**config.mk**
```make
export PLATFORM = sky130hd
export DESIGN_NAME = tpcr_sqrt
export DESIGN_NICKNAME = d
export VERILOG_FILES = /design/src/rtl/tpcr_sqrt.sv
export SDC_FILE = /design/constraint.sdc
export NUM_CORES = 1
export LEC_CHECK = 0
export ABC_AREA = 1
export BUFFER_PORTS_ARGS = -buffer_cell sky130_fd_sc_hd__clkbuf_2
export CORE_MARGIN = 4
export CORE_UTILIZATION = 40
export DETAILED_ROUTE_END_ITERATION = 16
export SETUP_SLACK_MARGIN = 0.2
export SLEW_MARGIN = 20
export SYNTH_ARGS = -nofsm -noshare
export SYNTH_HDL_FRONTEND = slang
export SYNTH_SLANG_ARGS = --single-unit
```
**constraint.sdc**
```tcl
create_clock -name clk -period 13.51 [get_ports clk]
set_input_delay 0 -clock clk [delete_from_list [all_inputs] [get_ports clk]]
set_output_delay 0 -clock clk [all_outputs]
set_load 0.005 [all_outputs]
```
**src/rtl/tpcr_sqrt.sv**
```systemverilog
`default_nettype none
// Bit-pair integer square root, one result bit per cycle over a 64-bit operand.
module tpcr_sqrt (
  input  wire logic        clk,
  input  wire logic        rst,
  input  wire logic        start,
  input  wire logic [63:0] val,
  output logic             done,
  output logic [31:0]      root
);
  logic [63:0] n;
  logic [63:0] res;
  logic [63:0] bitv;
  logic        busy;
  logic [63:0] tr;

  assign tr   = res + bitv;
  assign root = res[31:0];

  always_ff @(posedge clk) begin
    if (rst) begin
      busy <= 1'b0;
      done <= 1'b0;
    end else begin
      done <= 1'b0;
      if (start) begin
        busy <= 1'b1;
        n    <= val;
        res  <= '0;
        bitv <= 64'h4000_0000_0000_0000;
      end else if (busy) begin
        if (n >= tr) begin
          n   <= n - tr;
          res <= (res >> 1) + bitv;
        end else begin
          res <= res >> 1;
        end
        bitv <= bitv >> 2;
        if (bitv[0]) begin
          busy <= 1'b0;
          done <= 1'b1;
        end
      end
    end
  end
endmodule
`default_nettype wire

```
==> reports/qor.yml <==
async_reset_ff_share_pct: 0
synth_top_family_by_area: "simple AND/OR/NAND/NOR gates"
muxShareOfSynthArea_pct: 0
max_cap_violations: 0
wl_per_cell_um: 17.4
p_switching_uw: 1310
pwr_density_cell_mw_per_mm2: 120
fin_area_mm2: 0.0226
pin_count: 100
path_class: "reg -> reg"
tns_ns: 0
min_path_type: "in -> reg"
cellLeakagePower_uw: 0.0117
met2WireLength_um: 33800
initial_core_util_pct: 40.5
clk_path_buf_depth: 2
die_y_um: 234
place_area_mm2: 0.0213
power_uw: 2700
core.rowCount: 82
crit_fanout: 64
run_status: "completed"
ctsResizeCount: 0
synth-seq-cells: 162
portBuffers: 99
seqPwrFrac_pct: 27.3
numCtsBuffers: 17
finalSetupViolations: 0
grt_pass1_vias: 20861
die_x_um: 234
synth_compound_area_share_pct: 8.33
syn_to_final_growth_pct: 10.9
clk_latency_ns: 0.51
drcViolationCount: 0
clock_skew_ns: 0.0163
vias: 21788
fin_crit_sh_pct: 39.9
synthAdderAreaFrac_pct: 8.09
synth_edf_count: 160
arrival_ns: 5.51
grt_first_pass_wirelength_um: 114000
synthSimpleGateAreaFrac_pct: 42.3
pre_cts_ws_ns: 8.20
die_area_mm2: 0.0546
slew_headroom_pct: 37.6
top_layer: "met5"
slowest_delay_ns: 0.71
antenna_found_initial: 1
synth-seq-area-share_pct: 23.8
netSwitchingFraction_pct: 48.6
worst_path_max_delay_cell: "buf_4"
htreeDepth: 4
combPwrFrac_pct: 53.2
end_kind: "flop"
wl_met1_um: 34200
p_clk_share_pct: 19.5
internal_power_uw: 1390
cts.sinks: 162
avgSynthCellArea_um2: 5.84
worstSetupStartpointType: "flop"
finalCriticalPeriod_ns: 5.39
vdd_drop_max_mv: 0.109
fillers: 5577
rsz0062_at_grt: "no"
grt_use_total_pct: 27.3
crit_chain: "ha_1 > nand2_1 > o21ai_0 > nand2_1 > o21ai_0 > a21oi_1 > o21ai_0 > xnor2_1 > ha_1 > nand2_1 > nor2_1 > nand2_1 > nor2_2 > nand4_1 > nand3_2 > nand2_2 > nand2_2 > o21ai_0 > inv_2 > buf_4"
first_pass_iters: 6
grt_max_degree: 79
dr_wl_met3_um: 3470
drt-initial-drc-count: 1700
wirelength_um: 74800
synth_cells: 3489
synth_xor_area_share_pct: 4.47
max_freq_mhz: 186
ys.flop_type: "edfxtp_1"
hpwl_um: 61200
vias_per_cell: 5.08
timing.hold.ws_ns: 0.0608
synth_cell_type_count: 44
synthesis.area_mm2: 0.0204
drive_above_1_share_pct: 5.17
syn_nets: 3687
setup_slack_ns: 8.12
worst_pin_slew_ns: 0.935
nets: 3803
clkTransAtPathRegs_ns: 0.08
synth-warning-count: 0
fp.coreArea_mm2: 0.0503
cts_root_buffer: "clkbuf_16"
slew_viol_final: 0
cts_tree: "yes"
overflow: 0
worstPathRequired_ns: 13.63
n_antenna_cell: 0
ant_nets: 0
place.gp.congestion: 0.954
hold_violations: 0
kinds of logic (layout without fill, tap and decap cells):
group	count (synthesis)	in the layout
simple gates	2117	2117
buf+inv	657	786
compound gates	318	318
flops	162	162
fa+ha+maj	131	131
xor+xnor	104	104
area by class of cell:
type                       count  area, um^2  share of cell area (%)
tap                          672         841                    3.72
clock buffer                  17         425                    1.88
timing repair buffer         171        1200                    5.32
multi-input combinational   2670       12900                    57.1
sequential                   162        4840                    21.5
inverter                     583        2190                    9.69
clock inverter                15         189                   0.837
what timing repair did:
item	in CTS	in global routing
hold buffers	65	0
endpoints found under the hold margin	65	0
setup buffers	0	0
power groups by stage:
stage               sequential, uW  combinational (uW)  clock, uW
floorplan                      699                1050          0
global placement               744                1390          0
detailed placement             744                1400          0
CTS                            734                1420        539
global route                   743                1620        556
finish                         738                1440        527
cell usage after synthesis (all sizes together), types with 2 or more instances:
library cell  number  share of area [%]
a21oi            144                3.6
nor3b              2              0.074
xnor2             58                2.5
nand3            222                5.5
a21o               5               0.18
o21bai            17               0.63
edfxtp           160                 24
buf               51                1.8
clkbuf            23               0.42
nor2             350                6.6
ha               130                8.0
nor4              11               0.34
dfxtp              2               0.20
or2               10               0.31
and2              13               0.40
nand4             24               0.74
o21a               7               0.26
o21ai            140                3.4
xor2              46                2.0
nand3b            23               0.85
nand2           1423                 26
nor3              37                1.0
inv              583                 11
sequential cells by signal (all words and copies together), names as in the netlist:
register	count
n	64
res	64
bitv	32
busy	1
done	1
layer usage:
layer | GRT usage, % | up-vias
li1 | - | 11142
met1 | 35.9 | 9832
met2 | 45.1 | 650
met5 | 0 | -
met3 | 2.94 | 162
met4 | 12.3 | 2
path summary, 6_finish.rpt:
path                 from      end  slack [ns]  cells past startpoint
hold / removal      start  bitv[0]        0.06                      2
hold reg to reg      busy     done        0.51                      2
setup reg to reg  res[14]    n[47]        8.12                     20
setup / recovery  res[14]    n[47]        8.12                     20
placed cells by master, fill, tap and decap left out, types with 46 or more instances in the layout:
cell type | netlist | layout
nor2_1 | 340 | 340
xnor2_1 | 58 | 58
inv_1 | 581 | 579
clkbuf_2 | 0 | 98
ha_1 | 130 | 130
xor2_1 | 46 | 46
edfxtp_1 | 160 | 160
a21oi_1 | 142 | 141
nand2_1 | 1405 | 1405
nand3_1 | 221 | 221
dlygate4sd3_1 | 0 | 65
o21ai_0 | 133 | 133
critical path, delay by kind of cell, from the launching register on:
family                     cells  cell delay [ns]
xor gates and xnor gates       1             0.18
AOI/OAI and AO/OA              5             1.24
buffers and inverters          2             0.79
DFF                            1             0.54
and+or+nand+nor               10             1.37
adders and majority gates      2             0.85
per-stage QoR:
stage          util [%]  std cells
2_1_floorplan         -       3489
3_3_place_gp       42.4       4193
3_5_place_dp       42.4       4193
4_1_cts            44.9       4290
5_1_grt            44.9       4290
6_report           44.9       4290
No activity file was read; power rests on OpenSTA's default activity.
