File: src/rtl/tpcr_div.sv
`default_nettype none
// Restoring divider, one quotient bit per cycle: q = num / den, 62-bit num, 32-bit den.
module tpcr_div (
  input  wire logic        clk,
  input  wire logic        rst,
  input  wire logic        start,
  input  wire logic [61:0] num,
  input  wire logic [31:0] den,
  output logic             done,
  output logic [61:0]      quo
);
  logic [32:0] rem;
  logic [61:0] q;
  logic [31:0] d;
  logic [5:0]  cnt;
  logic        busy;
  logic [32:0] trial;
  logic [33:0] sh;

  assign sh    = {rem, q[61]};
  assign trial = sh[32:0] - {1'b0, d};
  assign quo   = q;

  always_ff @(posedge clk) begin
    if (rst) begin
      busy <= 1'b0;
      done <= 1'b0;
    end else begin
      done <= 1'b0;
      if (start) begin
        busy <= 1'b1;
        rem  <= '0;
        q    <= num;
        d    <= den;
        cnt  <= 6'd61;
      end else if (busy) begin
        if (sh[33] || sh[32:0] >= {1'b0, d}) begin
          rem <= sh[33] ? (sh[32:0] - {1'b0, d}) : trial;
          q   <= {q[60:0], 1'b1};
        end else begin
          rem <= sh[32:0];
          q   <= {q[60:0], 1'b0};
        end
        if (cnt == 6'd0) begin
          busy <= 1'b0;
          done <= 1'b1;
        end
        cnt <= cnt - 6'd1;
      end
    end
  end
endmodule
`default_nettype wire

File: config.mk
export PLATFORM = sky130hd
export DESIGN_NAME = tpcr_div
export DESIGN_NICKNAME = d
export VERILOG_FILES = /design/src/rtl/tpcr_div.sv
export SDC_FILE = /design/constraint.sdc
export NUM_CORES = 1
export LEC_CHECK = 0
export ABC_AREA = 1
export BUFFER_PORTS_ARGS = -buffer_cell sky130_fd_sc_hd__buf_2
export CAP_MARGIN = 10
export CORE_UTILIZATION = 58
export CTS_CLUSTER_DIAMETER = 80
export DETAILED_ROUTE_END_ITERATION = 7
export GPL_TIMING_DRIVEN = 0
export PLACE_DENSITY = 0.91
export SYNTH_ARGS = -nofsm -noshare
export SYNTH_HDL_FRONTEND = slang
export SYNTH_SLANG_ARGS = --single-unit
File: constraint.sdc
create_clock -name clk -period 15.25 [get_ports clk]
set_clock_uncertainty 0.05 [all_clocks]
set_input_delay 2.2875 -clock clk [delete_from_list [all_inputs] [get_ports clk]]
set_output_delay 2.2875 -clock clk [all_outputs]
set_load 0.01 [all_outputs]
==> results of run 1 <==
==> worst max path at each step <==
stage / from / endpoint / slack, ps / depth (start not counted)
6_report: start / rem[21] / 10700 / 6
2_1_floorplan: start / cnt[0] / 6850 / 4
3_5_place_dp: start / rem[27] / 10260 / 6
4_1_cts: start / rem[21] / 10680 / 6
3_3_place_gp: start / rem[27] / 4520 / 4
5_1_grt: start / quo[6] / 10560 / 6
==> power groups by stage <==
stage	clock [µW]	sequential [µW]	combinational [µW]
after floorplan	0	471	189
final	419	459	285
after detailed placement	0	466	280
after global routing	437	462	318
after CTS	421	459	282
after global placement	0	469	266
==> per-stage QoR <==
stage / util [%] / total power, µW / cells
final: 72.6 / 1160 / 1480
after global placement: 67.3 / 735 / 1442
after detailed placement: 68.4 / 745 / 1447
after CTS: 72.6 / 1160 / 1479
after floorplan: - / 661 / 1104
after global routing: 72.6 / 1220 / 1480
==> synthesized netlist by cell type, types with 2 or more instances <==
library cell    n
nand2_1       490
inv_1         171
edfxtp_1      133
nor2_1        100
ha_1           34
nand3_1        30
a21oi_1        21
nand3b_1       16
nor2_2         16
nand4_1        12
clkbuf_1       11
and2_1          8
xor2_1          8
xnor2_1         7
buf_6           6
nand2_2         6
nor3_1          6
buf_2           4
o21ai_0         4
buf_1           3
a21oi_2         2
dfxtp_1         2
nand3_2         2
==> flip-flops by register name (all words and copies together) (netlist names) <==
signal / cells
cnt: 6
rem: 33
quo: 62
done: 1
busy: 1
d: 32
==> critical path: cells and delay by family <==
| family | cells | cell delay (ps) |
|---|---|---|
| buf+inv | 5 | 1490 |
| compound gates | 1 | 820 |
==> metal layers <==
layer	track usage (%)	wire, µm	up-vias
li1	-	-	3796
met1	35.8	8670	3455
met2	54.0	11100	323
met3	7.48	1630	58
met5	0	0	-
met4	13.6	705	0
==> area by class of cell <==
type	count	share of cell area [%]
sequential	135	39.5
multi-input combinational	769	35.3
timing repair buffer	163	9.10
inverter	174	6.43
clock buffer	17	4.17
tap	180	2.21
buffer	26	1.64
clock inverter	15	1.63
antenna	1	0.0245
==> cell families after synthesis <==
kind of cell    Yosys count  synth area share, %
compound gates           30                 1.96
xor+xnor                 15                 1.56
fa+ha+maj                35                 5.28
buf+inv                 200                 9.76
flops                   135                 47.8
simple gates            689                 33.6
==> qor.csv, run 1 <==
stage;metric;value;unit
run_status;run status;completed;
timing;setup TNS;0;ps
power_and_ir_drop;Power Internal;793;µW
power_and_ir_drop;Logic pwr share;24.5;%
grt;number of global-route vias before repair;7344;
logic_synthesis;EDFF count, synth;133;
place;DP Area;9610;µm²
cells_and_area;# nets final;1418;
worst_setup_path;Critical Path Source Type;input pin;
power_and_ir_drop;PD cells;114;nW/µm²
worst_setup_path;cell with the largest stage delay on the worst path;a21oi_4;
logic_synthesis;post-synth top area share;47.4;%
drt;routed via count;7632;
drt;DR pass1 iterations;7;
logic_synthesis;#FFs+latches synth;135;
place;port bufs;158;
logic_synthesis;Netlist Area Pre-Place;8430;µm²
power_and_ir_drop;static leakage power;0.00530;µW
power_and_ir_drop;part of the power in registers;39.5;%
grt;first-pass GRT wire length;34800;µm
logic_synthesis;sequential fraction of the synthesis area;47.8;%
logic_synthesis;Ys Warns;0;
worst_setup_path;critical path class;input pin to flop;
timing;fin worst setup slack;10700;ps
logic_synthesis;Mean Syn Cell Area;7.64;µm²
logic_synthesis;Mapped Nets;1236;
hold_path;hold path endpoint;quo[38];
logic_synthesis;Synth Flop Type;edfxtp_1;
timing;Least-Margin Pin Slew;992;ps
die;initial core utilization;60.1;%
die;Placeable Area;14000;µm²
worst_setup_path;critical path arrival;4620;ps
worst_setup_path;slowest cell delay on critical path;820;ps
cells_and_area;final instance area;10200;µm²
cells_and_area;area grow syn2layout;20.9;%
worst_setup_path;cell mode on critical path;buf_16;
worst_setup_path;R2R Path End;rem[24];
power_and_ir_drop;clock share of power;36.0;%
timing;min Tclk post-route;4550;ps
worst_setup_path;Crit. End Element;flop;
drt;Detail Route Antenna Nets;0;
power_and_ir_drop;Peak VDD IR;81.4;µV
die;die area;15000;µm²
logic_synthesis;post-synth cell types;35;
timing;final setup fails;0;
hold_path;Hold Path Class;flop to flop;
timing;RSZ-0062 raised after global routing;false;
clocking;Inserted Clock Buffers;17;
die;std cell rows;43;
clocking;Hold Buf Count CTS;0;
drt;drt via density;5.16;
logic_synthesis;Syn Inst Count;1104;
timing;crit share post-route;29.8;%
die;die height;123;µm
grt;initial antenna violation count;1;
cells_and_area;layout cells sized above 1;18.3;%
clocking;Longest Clk Path Bufs;2;
clocking;CTS root buffer;clkbuf_16;
power_and_ir_drop;sw frac;31.8;%
cells_and_area;FILL cells;1051;
logic_synthesis;top cell type by total area after synthesis;edfxtp_1;
timing;final count of pins violating max slew;0;
timing;Slew headroom;33.7;%
hold_path;HP Start;quo[37];
cells_and_area;most common cell after layout, fill and taps aside;nand2_1;
place;post-place setup slack;10260;ps
place;HPWL Detailed;16900;µm
worst_setup_path;crit path cell chain;clkbuf_1, clkinv_1, buf_2, a21oi_4, buf_16, buf_16;
drt;total routed wirelength;22100;µm
die;num ports;160;
logic_synthesis;share of flip-flops with an asynchronous set or reset;0;%
die;die width;123;µm
worst_setup_path;r2r startpoint;rem[24];
place;gpl congestion;0.967;
worst_setup_path;Req. time, crit path;15320;ps
clocking;clock latency on the worst-skew pair;430;ps
drt;routed length per instance;14.9;µm
job;Max-Cap Viols;0;
cells_and_area;sequential cell area;4030;µm²
worst_setup_path;Worst Reg-to-Reg Cells;13;
drt;DR iter-0 viols;548;
grt;total grt overflow;0;
drt;DRC viols;0;
clocking;register clock-pin slew on the reported worst setup and hold paths;60;ps
power_and_ir_drop;Psw;370;µW
clocking;Post-CTS Setup Inserts;0;
clocking;CTS tree;yes;
logic_synthesis;synth top area cells;edfxtp_1 47%, nand2_1 22%, inv_1 7.6%;
clocking;H-tree levels;4;
timing;Highest Clock Rate;0.220;GHz
cells_and_area;most frequent cells in the layout;490 x nand2_1, 171 x inv_1, 162 x buf_2;
worst_setup_path;critical path fanouts, max;25;
grt;Tot GR Track Use;30.9;%
worst_setup_path;setup slack, reg-to-reg;12620;ps
timing;final hold slack;490;ps
clocking;Num Clock Sinks;135;
cells_and_area;Multi-input gate area;3600;µm²
grt;pin count of the biggest net entering global routing;26;
timing;Hold Vio Cnt, Final;0;
hold_path;WHS Path Cells;2;
clocking;Post-CTS Resized;0;
Note: power is estimated with default switching activity, not from simulation.
==> run 2, diff against run 1 <==
--- a/config.mk
+++ b/config.mk
@@ -8,11 +8,11 @@
 export ABC_AREA = 1
 export BUFFER_PORTS_ARGS = -buffer_cell sky130_fd_sc_hd__buf_2
 export CAP_MARGIN = 10
-export CORE_UTILIZATION = 58
+export CORE_UTILIZATION = 57
 export CTS_CLUSTER_DIAMETER = 80
 export DETAILED_ROUTE_END_ITERATION = 7
 export GPL_TIMING_DRIVEN = 0
-export PLACE_DENSITY = 0.91
+export PLACE_DENSITY = 0.9
 export SYNTH_ARGS = -nofsm -noshare
 export SYNTH_HDL_FRONTEND = slang
 export SYNTH_SLANG_ARGS = --single-unit
==> constraint.sdc (replaced) <==
create_clock -name clk -period 4.4 [get_ports clk]
set_clock_uncertainty 0.05 [all_clocks]
set_input_delay 0.66 -clock clk [delete_from_list [all_inputs] [get_ports clk]]
set_output_delay 0.66 -clock clk [all_outputs]
set_load 0.01 [all_outputs]
==> qor.csv, run 2 (synthesis gave the netlist of run 1 again) <==
stage;metric;value;unit
worst_setup_path;critical path fanouts, max;27;
clocking;CTS tree;yes;
worst_setup_path;Critical Path Source Type;input pin;
cells_and_area;layout cells sized above 1;18.2;%
clocking;Post-CTS Resized;0;
worst_setup_path;crit path cell chain;clkbuf_1, clkinv_1, buf_2, a21oi_4, buf_12, buf_16;
die;std cell rows;44;
timing;Hold Vio Cnt, Final;0;
clocking;Longest Clk Path Bufs;2;
job;Max-Cap Viols;0;
cells_and_area;final instance area;10100;µm²
cells_and_area;Multi-input gate area;3600;µm²
power_and_ir_drop;Psw;1260;µW
timing;fin worst setup slack;1600;ps
drt;DR iter-0 viols;644;
worst_setup_path;Crit. End Element;flop;
drt;routed length per instance;15.1;µm
clocking;Post-CTS Setup Inserts;0;
grt;first-pass GRT wire length;35300;µm
timing;Highest Clock Rate;0.357;GHz
drt;Detail Route Antenna Nets;0;
clocking;clock latency on the worst-skew pair;430;ps
die;die area;15300;µm²
cells_and_area;FILL cells;1107;
clocking;Inserted Clock Buffers;17;
power_and_ir_drop;total power;4000;µW
cells_and_area;area grow syn2layout;20.3;%
clocking;Hold Buf Count CTS;0;
die;die height;124;µm
drt;DR pass1 iterations;6;
grt;met2 Usage GRT;53.9;%
timing;Least-Margin Pin Slew;787;ps
place;port bufs;158;
drt;total routed wirelength;22400;µm
power_and_ir_drop;PD cells;395;nW/µm²
cells_and_area;most common cell after layout, fill and taps aside;nand2_1;
hold_path;Hold Path Class;input pin to flop;
place;gpl congestion;0.963;
timing;min Tclk post-route;2800;ps
cells_and_area;Final Core Density;70.1;%
die;die width;124;µm
run_status;run status;completed;
cells_and_area;sequential cell area;4030;µm²
clocking;H-tree levels;4;
worst_setup_path;Req. time, crit path;4490;ps
timing;final count of pins violating max slew;0;
worst_setup_path;CP top delay family;buffers and inverters;
place;HPWL Detailed;17000;µm
worst_setup_path;critical path class;input pin to flop;
die;Placeable Area;14500;µm²
worst_setup_path;WP buf/inv;5;
power_and_ir_drop;Peak VDD IR;313;µV
grt;GR peak layer;met2;
worst_setup_path;critical path arrival;2880;ps
clocking;register clock-pin slew on the reported worst setup and hold paths;60;ps
drt;routed via count;7771;
power_and_ir_drop;clock share of power;35.8;%
timing;RSZ-0062 raised after global routing;false;
clocking;CTS root buffer;clkbuf_16;
power_and_ir_drop;Logic pwr share;24.5;%
timing;final setup fails;0;
cells_and_area;Ant. Diodes;0;
grt;met3 GRT Util;6.46;%
cells_and_area;# nets final;1417;
timing;crit share post-route;63.6;%
grt;total grt overflow;0;
place;DP Area;9570;µm²
grt;number of global-route vias before repair;7410;
power_and_ir_drop;static leakage power;0.00527;µW
die;num ports;160;
drt;drt via density;5.24;
power_and_ir_drop;Power Internal;2740;µW
place;placed insts;1450;
grt;pin count of the biggest net entering global routing;31;
die;initial core utilization;58.3;%
worst_setup_path;cell with the largest stage delay on the worst path;a21oi_4;
grt;met1 usage;36.2;%
cells_and_area;most frequent cells in the layout;490 x nand2_1, 171 x inv_1, 162 x buf_2;
grt;initial antenna violation count;0;
clocking;Num Clock Sinks;135;
power_and_ir_drop;sw frac;31.6;%
grt;Tot GR Track Use;30.8;%
worst_setup_path;slowest cell delay on critical path;670;ps
place;post-place setup slack;1150;ps
drt;DRC viols;0;
cells_and_area;fin cells;1482;
cells_and_area;Largest register FFs;62;
timing;Slew headroom;47.4;%
power_and_ir_drop;part of the power in registers;39.7;%
==> run 2: per-stage QoR <==
| stage | setup TNS (ps) | hold WS [ps] |
|---|---|---|
| finish | 0 | 353 |
| global route | 0 | 346 |
| CTS | 0 | 344 |
| detailed placement | 0 | 470 |
| global placement | -12520 | 440 |
| floorplan | 0 | 430 |
==> run 2: worst paths after layout <==
kind | from | to | slack, ps | depth (start not counted)
worst max register to register | quo[61] | rem[32] | 1790 | 15
worst max-delay path | start | quo[12] | 1600 | 6
worst min-delay path | den[25] | d[25] | 350 | 1
worst min register to register | busy | done | 490 | 2
==> run 2: routing by layer <==
layer  vias up  part of all wire (%)
met1      3570                    39
met3        65                   7.4
met5         -                     0
met2       346                    50
met4         0                   3.7
li1       3790                     -
==> run 2: final cells by class <==
cell class,instances,share of cell area (%)
multi-input cells,769,35.4
well taps,184,2.27
repair buffers,162,8.73
clock inverters,12,1.41
flip-flops and latches,135,39.7
inverters,174,6.46
clock buffers,20,4.30
plain buffers,26,1.65
==> run 2: power by group through the flow <==
stage	sequential (µW)	combinational, µW	clock (µW)
after detailed placement	1610	958	0
after global routing	1600	1100	1480
after floorplan	1630	658	0
final	1590	981	1430
after CTS	1590	971	1430
after global placement	1620	921	0
==> run 3, diff against run 2 <==
==> constraint.sdc (replaced) <==
create_clock -name clk -period 2.85 [get_ports clk]
set_clock_uncertainty 0.05 [all_clocks]
set_input_delay 0.4275 -clock clk [delete_from_list [all_inputs] [get_ports clk]]
set_output_delay 0.4275 -clock clk [all_outputs]
set_load 0.01 [all_outputs]
==> qor.csv, run 3 (synthesis gave the netlist of run 1 again) <==
stage;metric;value;unit
run_status;run status;completed;
cells_and_area;FILL cells;1092;
timing;RSZ-0062 raised after global routing;false;
power_and_ir_drop;total power;6160;µW
cells_and_area;# nets final;1418;
clocking;register clock-pin slew on the reported worst setup and hold paths;60;ps
timing;min Tclk post-route;2640;ps
worst_setup_path;Req. time, crit path;2990;ps
die;std cell rows;44;
drt;Detail Route Antenna Nets;0;
worst_setup_path;Crit. End Element;flop;
cells_and_area;most common cell after layout, fill and taps aside;nand2_1;
drt;DR pass1 iterations;6;
clocking;CTS root buffer;clkbuf_16;
place;post-place setup slack;255;ps
die;die area;15300;µm²
cells_and_area;Multi-input gate area;3600;µm²
timing;final setup fails;0;
timing;fin worst setup slack;213;ps
place;HPWL Detailed;17200;µm
worst_setup_path;crit path cell chain;ha_1, nand2_1, nor2_1, nand2_1, nor2_2, nand4_1, nand2_1, nor2_2, nand2_8, buf_6, nand2_1, nand2_1, nor2_1;
place;port bufs;158;
grt;initial antenna violation count;0;
power_and_ir_drop;part of the power in registers;40.0;%
cells_and_area;layout cells sized above 1;18.6;%
timing;final count of pins violating max slew;0;
die;initial core utilization;58.3;%
worst_setup_path;critical path arrival;2780;ps
clocking;CTS tree;yes;
power_and_ir_drop;PD cells;602;nW/µm²
drt;total routed wirelength;23100;µm
hold_path;Hold Path Class;input pin to flop;
drt;routed length per instance;15.6;µm
drt;routed via count;7867;
cells_and_area;most frequent cells in the layout;489 x nand2_1, 171 x inv_1, 161 x buf_2;
clocking;Post-CTS Resized;0;
grt;total grt overflow;0;
die;die width;124;µm
timing;Hold Vio Cnt, Final;0;
cells_and_area;Largest register FFs;62;
worst_setup_path;slowest cell delay on critical path;460;ps
grt;Tot GR Track Use;31.7;%
clocking;Post-CTS Setup Inserts;0;
worst_setup_path;setup slack, reg-to-reg;210;ps
cells_and_area;area grow syn2layout;21.2;%
power_and_ir_drop;sw frac;32.4;%
clocking;Longest Clk Path Bufs;2;
clocking;Inserted Clock Buffers;17;
die;Placeable Area;14500;µm²
grt;first-pass GRT wire length;36000;µm
timing;crit share post-route;92.5;%
cells_and_area;Ant. Diodes;0;
timing;Highest Clock Rate;0.379;GHz
worst_setup_path;critical path fanouts, max;10;
drt;DR iter-0 viols;671;
worst_setup_path;cell mode on critical path;nand2_1;
timing;Slew headroom;56.4;%
clocking;Num Clock Sinks;135;
worst_setup_path;critical path class;flop to flop;
clocking;Hold Buf Count CTS;0;
drt;DRC viols;0;
grt;number of global-route vias before repair;7516;
power_and_ir_drop;Peak VDD IR;489;µV
power_and_ir_drop;Psw;1990;µW
grt;pin count of the biggest net entering global routing;28;
place;gpl congestion;1.03;
power_and_ir_drop;Logic pwr share;24.9;%
worst_setup_path;Critical Path Source Type;flop;
drt;drt via density;5.30;
clocking;H-tree levels;4;
clocking;clock latency on the worst-skew pair;440;ps
cells_and_area;sequential cell area;4030;µm²
die;num ports;160;
power_and_ir_drop;Power Internal;4160;µW
die;die height;124;µm
worst_setup_path;cell with the largest stage delay on the worst path;edfxtp_1;
timing;Least-Margin Pin Slew;653;ps
power_and_ir_drop;clock share of power;35.2;%
cells_and_area;Final Core Density;70.6;%
job;Max-Cap Viols;0;
power_and_ir_drop;static leakage power;0.00529;µW
[run 3: cell count changes in the layout (fill, tap and decap cells not counted), moves of 2 or more]
cell | previous run | this run
buf_16 | 2 | 4
clkinv_4 | 4 | 1
inv_6 | 4 | 6
clkinvlp_4 | 1 | 5
clkbuf_1 | 14 | 11
[run 3: metal layers]
metal	global-route usage, %	share of wire, %	vias up
li1	-	-	3795
met3	7.60	8.2	70
met2	54.7	50	401
met4	16.2	3.9	0
met5	0	0	-
met1	36.5	38	3601
[run 3: layout make-up]
cell class | instances | area share [%]
inverter | 174 | 6.54
tap | 184 | 2.25
clock inverter | 14 | 1.37
buffer | 26 | 1.95
multi-input combinational | 769 | 35.2
clock buffer | 18 | 4.20
timing repair buffer | 163 | 9.01
sequential | 135 | 39.5
[run 3: per-stage QoR]
step / hold slack, ps / instances / TNS, ps / instance area (µm²)
final: 114 / 1483 / 0 / 10200
after global placement: 436 / 1446 / -93210 / 9510
after floorplan: 424 / 1104 / -4930 / 8490
after global routing: 104 / 1483 / 0 / 10200
after detailed placement: 474 / 1451 / 0 / 9650
after CTS: 106 / 1483 / 0 / 10200
[run 3: path summary, 6_finish.rpt]
| kind | startpoint | endpoint | cells past startpoint |
|---|---|---|---|
| worst max-delay path | rem[24] | rem[19] | 13 |
| worst min-delay path | den[0] | d[0] | 1 |
| worst max register to register | rem[24] | rem[19] | 13 |
| worst min register to register | quo[0] | quo[1] | 2 |
[run 3: worst max-delay path: cells and delay by family, from the launching register on]
kind,cells,cell delay (ps)
simple gates,11,1260
flops,1,460
fa+ha+maj,1,450
buf+inv,1,160
[run 3: power by group through the flow]
stage	clock (µW)	combinational (µW)	sequential, µW
after floorplan	0	1020	2510
after global placement	0	1400	2500
after detailed placement	0	1490	2490
after CTS	2170	1510	2460
after global routing	2230	1710	2470
final	2160	1530	2460
